<file path="src/sv/nmcc_pkg.sv">
package nmcc_pkg;

	// channel and stream widths
	localparam int CHAN_BITS  = 8;
	localparam int NUM_CHAN   = 3;
	localparam int TDATA_BITS = CHAN_BITS * NUM_CHAN;

	// sum of three squares of 8-bit channels fits in 18 bits, its root in 9
	localparam int SUM_BITS   = 18;
	localparam int ROOT_BITS  = 9;
	localparam int TRIAL_BITS = SUM_BITS + 2;
	localparam int PROD_BITS  = CHAN_BITS + ROOT_BITS;

	localparam logic [CHAN_BITS-1:0] CHAN_MAX = 8'hFF;
	// floor root of 3 * 255 * 255
	localparam logic [ROOT_BITS-1:0] ROOT_MAX = 9'd441;

	typedef logic [CHAN_BITS-1:0]               chan_t;
	typedef logic [NUM_CHAN-1:0][CHAN_BITS-1:0] rgb_t;
	typedef logic [SUM_BITS-1:0]                sum_t;
	typedef logic [ROOT_BITS-1:0]               root_t;
	typedef logic [PROD_BITS-1:0]               prod_t;

endpackage

</file>
<file path="src/sv/nmcc_isqrt.sv">
module nmcc_isqrt (
	input  logic          clk,
	input  logic          arst_n,
	input  logic          en,
	input  logic          in_vld,
	input  nmcc_pkg::sum_t  sum_a,
	input  nmcc_pkg::sum_t  sum_b,
	input  nmcc_pkg::rgb_t  side_in,
	output logic          out_vld,
	output nmcc_pkg::root_t root_a,
	output nmcc_pkg::root_t root_b,
	output nmcc_pkg::rgb_t  side_out
);
	import nmcc_pkg::*;

	// one root bit per stage, msb first
	localparam int STAGES = ROOT_BITS;

	typedef struct packed {
		sum_t  rem;
		root_t root;
	} sq_t;

	// rem holds value minus root squared; try setting root bit bitpos
	function automatic sq_t sq_step(sq_t cur, int unsigned bitpos);
		logic [TRIAL_BITS-1:0] trial;
		sq_t                   nxt;
		trial = (TRIAL_BITS'(cur.root) << (bitpos + 1)) + (TRIAL_BITS'(1) << (2 * bitpos));
		nxt   = cur;
		if (TRIAL_BITS'(cur.rem) >= trial) begin
			nxt.rem  = cur.rem - trial[SUM_BITS-1:0];
			nxt.root = cur.root | (ROOT_BITS'(1) << bitpos);
		end
		return nxt;
	endfunction

	logic vld_s  [STAGES];
	sq_t  sq_a_s [STAGES];
	sq_t  sq_b_s [STAGES];
	rgb_t side_s [STAGES];

	genvar k;
	for (k = 0; k < STAGES; k++) begin : g_stage
		sq_t  in_a;
		sq_t  in_b;
		rgb_t in_side;
		logic in_v;

		// stage input from the port or the previous stage
		if (k == 0) begin : g_first
			assign in_a    = '{rem: sum_a, root: '0};
			assign in_b    = '{rem: sum_b, root: '0};
			assign in_side = side_in;
			assign in_v    = in_vld;
		end else begin : g_next
			assign in_a    = sq_a_s[k-1];
			assign in_b    = sq_b_s[k-1];
			assign in_side = side_s[k-1];
			assign in_v    = vld_s[k-1];
		end

		// valid bit
		always_ff @(posedge clk or negedge arst_n) begin
			if (!arst_n) begin
				vld_s[k] <= 1'b0;
			end else if (en) begin
				vld_s[k] <= in_v;
			end
		end

		// root step for both values
		always_ff @(posedge clk) begin
			if (en) begin
				sq_a_s[k] <= sq_step(in_a, STAGES - 1 - k);
				sq_b_s[k] <= sq_step(in_b, STAGES - 1 - k);
				side_s[k] <= in_side;
			end
		end
	end

	assign out_vld  = vld_s[STAGES-1];
	assign root_a   = sq_a_s[STAGES-1].root;
	assign root_b   = sq_b_s[STAGES-1].root;
	assign side_out = side_s[STAGES-1];

`ifndef ASSERT_OFF
	// floor root leaves a remainder of at most twice the root
	assert property (@(posedge clk) disable iff (!arst_n)
		out_vld |-> TRIAL_BITS'(sq_a_s[STAGES-1].rem) <= (TRIAL_BITS'(root_a) << 1))
		else $error("color norm remainder out of range");

	assert property (@(posedge clk) disable iff (!arst_n)
		out_vld |-> TRIAL_BITS'(sq_b_s[STAGES-1].rem) <= (TRIAL_BITS'(root_b) << 1))
		else $error("complement norm remainder out of range");

	// roots never exceed the norm of full white
	assert property (@(posedge clk) disable iff (!arst_n)
		out_vld |-> root_a <= ROOT_MAX && root_b <= ROOT_MAX)
		else $error("norm above maximum");
`endif

endmodule

</file>
<file path="src/sv/nmcc_div.sv">
module nmcc_div (
	input  logic          clk,
	input  logic          arst_n,
	input  logic          en,
	input  logic          in_vld,
	input  nmcc_pkg::rgb_t  comp,
	input  nmcc_pkg::root_t num,
	input  nmcc_pkg::root_t den,
	output logic          out_vld,
	output nmcc_pkg::rgb_t  res
);
	import nmcc_pkg::*;

	// one quotient bit per stage, msb first
	localparam int STAGES = CHAN_BITS;

	typedef struct packed {
		prod_t rem;
		chan_t quo;
		logic  sat;
	} dv_t;

	typedef dv_t [NUM_CHAN-1:0] dv_row_t;

	// restoring step; the first step also flags quotients above the channel range
	function automatic dv_t dv_step(dv_t cur, root_t d, int unsigned bitpos, bit first);
		prod_t dshift;
		dv_t   nxt;
		dshift = PROD_BITS'(d) << bitpos;
		nxt    = cur;
		if (first) begin
			nxt.sat = cur.rem >= (PROD_BITS'(d) << CHAN_BITS);
		end
		if (cur.rem >= dshift) begin
			nxt.rem         = cur.rem - dshift;
			nxt.quo[bitpos] = 1'b1;
		end
		return nxt;
	endfunction

	// product stage
	logic                       prod_vld_s;
	logic [NUM_CHAN-1:0][PROD_BITS-1:0] prod_s;
	root_t                      prod_den_s;

	always_ff @(posedge clk or negedge arst_n) begin
		if (!arst_n) begin
			prod_vld_s <= 1'b0;
		end else if (en) begin
			prod_vld_s <= in_vld;
		end
	end

	always_ff @(posedge clk) begin
		if (en) begin
			for (int c = 0; c < NUM_CHAN; c++) begin
				prod_s[c] <= PROD_BITS'(comp[c]) * PROD_BITS'(num);
			end
			prod_den_s <= den;
		end
	end

	logic    vld_s [STAGES];
	dv_row_t dv_s  [STAGES];
	root_t   den_s [STAGES];

	genvar k;
	for (k = 0; k < STAGES; k++) begin : g_stage
		dv_row_t in_dv;
		root_t   in_den;
		logic    in_v;

		// stage input from the product stage or the previous stage
		if (k == 0) begin : g_first
			always_comb begin
				for (int c = 0; c < NUM_CHAN; c++) begin
					in_dv[c] = '{rem: prod_s[c], quo: '0, sat: 1'b0};
				end
			end
			assign in_den = prod_den_s;
			assign in_v   = prod_vld_s;
		end else begin : g_next
			assign in_dv  = dv_s[k-1];
			assign in_den = den_s[k-1];
			assign in_v   = vld_s[k-1];
		end

		// valid bit
		always_ff @(posedge clk or negedge arst_n) begin
			if (!arst_n) begin
				vld_s[k] <= 1'b0;
			end else if (en) begin
				vld_s[k] <= in_v;
			end
		end

		// quotient bit for all channels
		always_ff @(posedge clk) begin
			if (en) begin
				for (int c = 0; c < NUM_CHAN; c++) begin
					dv_s[k][c] <= dv_step(in_dv[c], in_den, STAGES - 1 - k, k == 0);
				end
				den_s[k] <= in_den;
			end
		end
	end

	// saturate; a zero divisor gives all ones on its own
	assign out_vld = vld_s[STAGES-1];
	always_comb begin
		for (int c = 0; c < NUM_CHAN; c++) begin
			res[c] = dv_s[STAGES-1][c].sat ? CHAN_MAX : dv_s[STAGES-1][c].quo;
		end
	end

`ifndef ASSERT_OFF
	// white input: zero complement means zero products
	assert property (@(posedge clk) disable iff (!arst_n)
		prod_vld_s && prod_den_s == '0 |-> prod_s == '0)
		else $error("nonzero product with zero complement norm");

	// white input comes out as all ones
	assert property (@(posedge clk) disable iff (!arst_n)
		out_vld && den_s[STAGES-1] == '0 |-> res == {NUM_CHAN{CHAN_MAX}})
		else $error("white input not saturated");

	// unsaturated quotients leave a remainder below the divisor
	assert property (@(posedge clk) disable iff (!arst_n)
		out_vld && den_s[STAGES-1] != '0 |->
			(dv_s[STAGES-1][0].sat || dv_s[STAGES-1][0].rem < PROD_BITS'(den_s[STAGES-1])) &&
			(dv_s[STAGES-1][1].sat || dv_s[STAGES-1][1].rem < PROD_BITS'(den_s[STAGES-1])) &&
			(dv_s[STAGES-1][2].sat || dv_s[STAGES-1][2].rem < PROD_BITS'(den_s[STAGES-1])))
		else $error("division remainder too large");
`endif

endmodule

</file>
<file path="src/sv/norm_matched_color_complement.sv">
// pipeline from an accepted item to m_tvalid:
// 1 squares stage, 9 root stages, 1 product stage, 8 quotient stages
// throughput: one item per cycle; the whole pipe holds while m_tvalid is high and m_tready low
// reset: arst_n clears only the valid bits, the data registers are left as they are
module norm_matched_color_complement (
	input  logic                                clk,
	input  logic                                arst_n,
	input  logic                                s_tvalid,
	output logic                                s_tready,
	input  logic [nmcc_pkg::TDATA_BITS-1:0]     s_tdata,  // red_in, green_in, blue_in
	output logic                                m_tvalid,
	input  logic                                m_tready,
	output logic [nmcc_pkg::TDATA_BITS-1:0]     m_tdata   // red_out, green_out, blue_out
);
	import nmcc_pkg::*;

	logic en;
	rgb_t in_rgb;
	rgb_t in_comp;
	sum_t in_sum_src;
	sum_t in_sum_cmp;

	// pipe advances unless a result is waiting
	assign en       = !m_tvalid || m_tready;
	assign s_tready = en;
	assign in_rgb   = rgb_t'(s_tdata);

	// complements and sums of squares
	always_comb begin
		in_sum_src = '0;
		in_sum_cmp = '0;
		for (int c = 0; c < NUM_CHAN; c++) begin
			in_comp[c] = CHAN_MAX - in_rgb[c];
			in_sum_src = in_sum_src + SUM_BITS'(16'(in_rgb[c]) * 16'(in_rgb[c]));
			in_sum_cmp = in_sum_cmp + SUM_BITS'(16'(in_comp[c]) * 16'(in_comp[c]));
		end
	end

	logic vld_s1;
	sum_t sum_src_s1;
	sum_t sum_cmp_s1;
	rgb_t comp_s1;

	always_ff @(posedge clk or negedge arst_n) begin
		if (!arst_n) begin
			vld_s1 <= 1'b0;
		end else if (en) begin
			vld_s1 <= s_tvalid;
		end
	end

	always_ff @(posedge clk) begin
		if (en) begin
			sum_src_s1 <= in_sum_src;
			sum_cmp_s1 <= in_sum_cmp;
			comp_s1    <= in_comp;
		end
	end

	// both norms
	logic  root_vld;
	root_t norm_src;
	root_t norm_cmp;
	rgb_t  root_comp;

	nmcc_isqrt u_isqrt (
		.clk      (clk),
		.arst_n   (arst_n),
		.en       (en),
		.in_vld   (vld_s1),
		.sum_a    (sum_src_s1),
		.sum_b    (sum_cmp_s1),
		.side_in  (comp_s1),
		.out_vld  (root_vld),
		.root_a   (norm_src),
		.root_b   (norm_cmp),
		.side_out (root_comp)
	);

	// scale complement by norm ratio
	rgb_t res;

	nmcc_div u_div (
		.clk     (clk),
		.arst_n  (arst_n),
		.en      (en),
		.in_vld  (root_vld),
		.comp    (root_comp),
		.num     (norm_src),
		.den     (norm_cmp),
		.out_vld (m_tvalid),
		.res     (res)
	);

	assign m_tdata = TDATA_BITS'(res);

endmodule

</file>
<file path="config.mk">
export PLATFORM = sky130hd
export DESIGN_NAME = norm_matched_color_complement
export DESIGN_NICKNAME = d
export VERILOG_FILES = /design/src/sv/nmcc_pkg.sv /design/src/sv/nmcc_isqrt.sv /design/src/sv/nmcc_div.sv /design/src/sv/norm_matched_color_complement.sv
export SDC_FILE = /design/constraint.sdc
export NUM_CORES = 2
export LEC_CHECK = 0
export BUFFER_PORTS_ARGS = -buffer_cell sky130_fd_sc_hd__clkbuf_2
export CAP_MARGIN = 40
export CORE_UTILIZATION = 40
export DETAILED_ROUTE_END_ITERATION = 8
export PLACE_DENSITY = 0.6
export RECOVER_POWER = 100
export SLEW_MARGIN = 20
export SYNTH_ARGS = -nofsm -noshare
export SYNTH_HDL_FRONTEND = slang
export SYNTH_SLANG_ARGS = --single-unit
</file>
<file path="constraint.sdc">
create_clock -name clk -period 119.6 [get_ports clk]
set_clock_uncertainty 0.05 [all_clocks]
set_input_delay 23.92 -clock clk [delete_from_list [all_inputs] [get_ports clk]]
set_output_delay 23.92 -clock clk [all_outputs]
set_load 0.02 [all_outputs]
</file>
## Word level (Yosys, flattened, before mapping)

Memories as Yosys holds them, arrays and structs flattened. A register that Yosys moved wholly into a read port is not among the register bits.
Index checks and enable logic that the tools add are counted.

- Bits in writable memories: 1398
- Register bits: 130
- Bits of input ports: 28
- Output and inout port bits: 26
- Word-level logic and storage cells: 287
- Memories kept: 5

Memory list:

| name | depth | width | rd ports | clocked after Yosys merged registers in | write ports | RTL line | text |
|---|---|---|---|---|---|---|---|
| u_div.dv_s | 8 | 78 | 8 | 0 | 8 | nmcc_div.sv:64 | `dv_row_t dv_s [STAGES];` |
| u_isqrt.sq_a_s | 9 | 27 | 9 | 0 | 9 | nmcc_isqrt.sv:38 | `sq_t sq_a_s [STAGES];` |
| u_isqrt.sq_b_s | 9 | 27 | 9 | 1 | 9 | nmcc_isqrt.sv:39 | `sq_t sq_b_s [STAGES];` |
| u_isqrt.side_s | 9 | 24 | 9 | 0 | 9 | nmcc_isqrt.sv:40 | `rgb_t side_s [STAGES];` |
| u_div.den_s | 8 | 9 | 7 | 0 | 8 | nmcc_div.sv:65 | `root_t den_s [STAGES];` |

- Reductions and logical operators: 2
- Multiplexer cells: 134
- Add/sub/neg operators: 65
- $mul: 9
- Order comparisons: 45

Operator list:

| operator | number |
|---|---|
| 2-to-1 mux 27 bit | 36 |
| 2-to-1 mux 17 bit | 42 |
| greater-or-equal comparator 18 x 20 -> 1 bit | 16 |
| subtractor 18 bit | 16 |
| 2-to-1 mux 18 bit | 6 |
| multiplier 8 x 8 -> 16 bit | 6 |
| greater-or-equal comparator 17 x 10 -> 1 bit | 3 |
| greater-or-equal comparator 17 x 11 -> 1 bit | 3 |
| greater-or-equal comparator 17 x 12 -> 1 bit | 3 |
| greater-or-equal comparator 17 x 13 -> 1 bit | 3 |
| greater-or-equal comparator 17 x 14 -> 1 bit | 3 |
| greater-or-equal comparator 17 x 15 -> 1 bit | 3 |
| greater-or-equal comparator 17 x 16 -> 1 bit | 3 |
| greater-or-equal comparator 17 bit | 3 |
| greater-or-equal comparator 17 x 9 -> 1 bit | 3 |
| multiplier 8 x 9 -> 17 bit | 3 |
| subtractor 17 x 10 -> 17 bit | 3 |
| subtractor 17 x 11 -> 17 bit | 3 |
| subtractor 17 x 12 -> 17 bit | 3 |
| subtractor 17 x 13 -> 17 bit | 3 |
| subtractor 17 x 14 -> 17 bit | 3 |
| subtractor 17 x 15 -> 17 bit | 3 |
| subtractor 17 x 16 -> 17 bit | 3 |
| subtractor 17 x 9 -> 17 bit | 3 |
| other kinds (17) | 79 |

## Logic depth before layout (Yosys ltp)

An unclocked memory read counts as a cell.

- Depth in word-level cells: 5
- Depth in mapped cells: 24
- Gate-level depth less buffers: 23

## Cells and area by module

A second synthesis with hierarchy kept.

- Cell total of the unflattened synthesis: 6214
- Area, all modules: 76121.8 µm²

By module, submodules not included:

| module | area an instance (µm²) | cells an instance | instances | sequential area each (µm²) |
|---|---|---|---|---|
| nmcc_div | 39450.3 | 3429 | 1 | 18602.8 |
| nmcc_isqrt | 24194.5 | 1510 | 1 | 18062.3 |
| norm_matched_color_complement | 12477.0 | 1275 | 1 | 1826.8 |

## Worst setup path before layout

OpenSTA, ideal clock, no wires.

- Kind: input -> output
- From: input m_tready
- To: output s_tready
- Required time: 95.630 ns
- Arrival: 58.534 ns
- Setup slack: 37.096 ns
- Buffers on the path: 1
- Cell stages on the path: 2
- Path through: nand2b_1 clkbuf_1

- Word-level cells in the longest chain between the ends: 1

Ends and longest elaborated chain:

| element | RTL line | text |
|---|---|---|
| start, declared | norm_matched_color_complement.sv:12 | `input logic m_tready,` |
| logical OR 1 bit | norm_matched_color_complement.sv:24 | `assign en = !m_tvalid \|\| m_tready;` |
| end, declared | norm_matched_color_complement.sv:9 | `output logic s_tready,` |

Every way passes these cells.

## Final worst setup path

Same ends and word-level chain as after synthesis.

==> impl_metrics.csv <==
group,metric,value,unit
yosys,syn_inst,6241,
timing,tns,0,ns
clock_tree,clkSinkCount,1285,
layout,drive_above_1_share,0.0594,
floorplan,io_pins,54,
timing,post-route-period-util,0.419,
yosys,synth_edf_count,1266,
clock_tree,clk_pin_slew,0.06,ns
clock_tree,cts_hold_buf,0,
timing,finalCriticalPeriod,50.06,ns
yosys,synth_area,76400,um^2
layout,fill_cells,17200,
detailed_routing,routed_wl,152000,um
timing,clock.fmax,0.0200,GHz
clock_tree,clockBufferDepth,3,
worst_setup_path,critPathRequiredTime,95.63,ns
clock_tree,cts_resized,0,
layout,post-route-util,0.446,
grt,grt_max_degree,191,
detailed_routing,vias_per_cell,5.12,
grt,grt_pass1_wl,246000,um
clock_tree,root_buffer,"clkbuf_16",
clock_tree,cts-htree-levels,4,
worst_setup_path,worst_setup_path_start_kind,"input pin",
layout,syn_to_final_growth,10.2,%
worst_setup_path,cp.arrival,26.09,ns
floorplan,die-area,193000,um^2
place,numPlacedInstances,8742,
clock_tree,cts_buffers,142,
timing,hold_viol_final,0,
grt,antenna_found_initial,1,
worst_hold_path,min_path_type,"reg2reg",
yosys,synthArstFlopShare,0.0148,
floorplan,core,189000,um^2
clock_tree,tritoncts,"built",
yosys,ys_seq_area_frac,0.504,
floorplan,rows,159,
floorplan,initial_core_util,0.405,
yosys,synth_nets,7292,
timing,slew_viol_final,1176,
yosys,avgSynthCellArea,12.2,um^2
yosys,yosysWarnings,0,
clock_tree,cts_setup_buffers,0,
floorplan,die_y,439,um
grt,grt_pass1_vias,46900,
run,max_cap_viol_count,21,
detailed_routing,dr.pass1.iters,5,
yosys,synth-main-ff-cell,"edfxtp_1",
worst_setup_path,crit_fanout,49,
timing,worst_slack,69.54,ns
detailed_routing,avgRoutedWirePerCell,16.9,um
place,gp_congestion,0.862,
timing,grt_setup_unrepaired,"no",
timing,setup_viol,0,
place,dp_slack,70.66,ns
detailed_routing,vias,46100,
detailed_routing,ant_nets,0,
place,port-buffer-count,53,
detailed_routing,drc,0,
worst_setup_path,worstSetupPathType,"in2out",
detailed_routing,drtIter0Drc,2482,
floorplan,die_w,439,um
run_status,violations,"max-capacitance violations, max-slew violations",
timing,relSlewSlack,-5.27,
place,dpl.hpwl,114000,um
yosys,ys_ff_latch,1285,
grt,overflow,0,
timing,tightest_slew,9.41,ns
layout,instances_no_fill,9008,
grt,grt_util_all_layers,0.160,
clock_tree,insertion_delay,0.79,ns
layout,nNetsFinal,7455,
run_status,status,"finished with violations",
worst_setup_path,cp-end-kind,"primary output",
yosys,ys_types,89,
layout,n_antenna_cell,0,
-- placed cells by master, fill, tap and decap left out, types with 153 or more instances in the layout --
cell type  instances
a21oi_1          256
edfxtp_1        1266
fa_1             413
ha_1             610
inv_1            823
nand2_1          347
nor2_1           475
o21ai_0          207
xnor2_1          188
xor2_1           153
-- critical path, stage by stage --
cell	delay [ns]
clkbuf_2	0.07
nand2b_1	1.71
clkbuf_1	0.36
-- worst paths after layout --
kind,end,from,slack (ns),depth (start not counted)
max,s_tready,m_tready,69.54,3
min,u_div.dv_s[1][32],u_div.dv_s[0][266],0.33,0
max reg2reg,u_isqrt.sq_a_s[0][187],u_div.out_vld,98.80,9
min reg2reg,u_div.dv_s[1][32],u_div.dv_s[0][266],0.33,0
max in group asynchronous,u_isqrt.g_stage[6].in_v,arst_n,95.69,1
min in group asynchronous,u_div.out_vld,arst_n,23.20,1
-- metal layers --
layer  track usage  vias up  part of all wire
li1              -    22400                 -
met1         0.201    22800              0.43
met2         0.282      702              0.50
met3        0.0233      245             0.035
met4        0.0479        0             0.026
met5             0        -                 0
-- stage by stage --
| stage | area [um^2] | hold slack [ns] |
|---|---|---|
| final | 84100 | 0.334 |
| after floorplan | 76400 | 0.350 |
| after global routing | 84100 | 0.354 |
| after CTS | 84500 | 0.327 |
| after detailed placement | 79900 | 0.355 |
| after global placement | 79600 | 0.350 |
-- layout make-up --
cell class / instances / area (um^2) / area share
flip-flops and latches: 1285 / 38500 / 0.458
multi-input cells: 4023 / 34200 / 0.407
clock inverters: 94 / 965 / 0.0115
repair buffers: 112 / 531 / 0.00631
inverters: 840 / 3150 / 0.0375
clock buffers: 159 / 3620 / 0.0430
well taps: 2495 / 3120 / 0.0371
-- cell usage after synthesis (14+ instances only) --
library cell	count	area, um^2
nor2b_1	61	382
clkinv_1	14	52.6
o31a_1	30	263
o21a_1	87	653
nor4b_1	24	210
nor3_1	117	586
or4_1	28	210
a211oi_1	49	368
o31ai_1	33	248
nand2_1	347	1300
clkbuf_1	78	293
mux2_2	92	1040
ha_1	610	7630
and3_1	17	106
or2_2	42	263
xnor2_1	188	1650
xor2_1	153	1340
or3_1	45	282
nand3_1	66	330
fa_1	413	8270
a21oi_1	255	1280
o21ai_0	206	1030
nor4_1	80	500
nand4b_1	15	131
a31oi_1	21	131
o211ai_1	29	218
mux2i_1	26	260
a21o_1	68	510
edfxtp_1	1266	38000
nand4_1	27	169
and2_1	148	926
dfrtp_1	19	475
nor2_1	474	1780
inv_1	818	3070
nand2b_1	69	432
a21boi_0	17	128
-- sequential cells by signal, summed over array words and instances (netlist names) --
signal	cells
sum_cmp_s1	18
u_div.g_stage.in_v	8
u_div.g_stage.in_dv	51
u_div.dv_s	489
u_div.out_vld	1
u_isqrt.out_vld	1
u_isqrt.side_s	216
u_isqrt.g_stage.in_v	8
vld_s1	1
u_isqrt.sq_b_s	189
sum_src_s1	18
u_div.g_stage.in_den	9
u_div.den_s	63
u_isqrt.sq_a_s	189
comp_s1	24
-- kinds of logic (layout without fill, tap and decap cells) --
logic type	count (synthesis)	in the layout	synth area share
simple gates	1620	1620	0.107
xor+xnor	341	341	0.0391
fa+ha+maj	1023	1023	0.208
flops	1285	1285	0.504
mux	119	119	0.0172
buf+inv	933	1205	0.0463
compound gates	920	920	0.0779
Power is left out: the tool's default activity adds up to more than one toggle a clock period on the data nets, which glitch-free logic cannot reach.
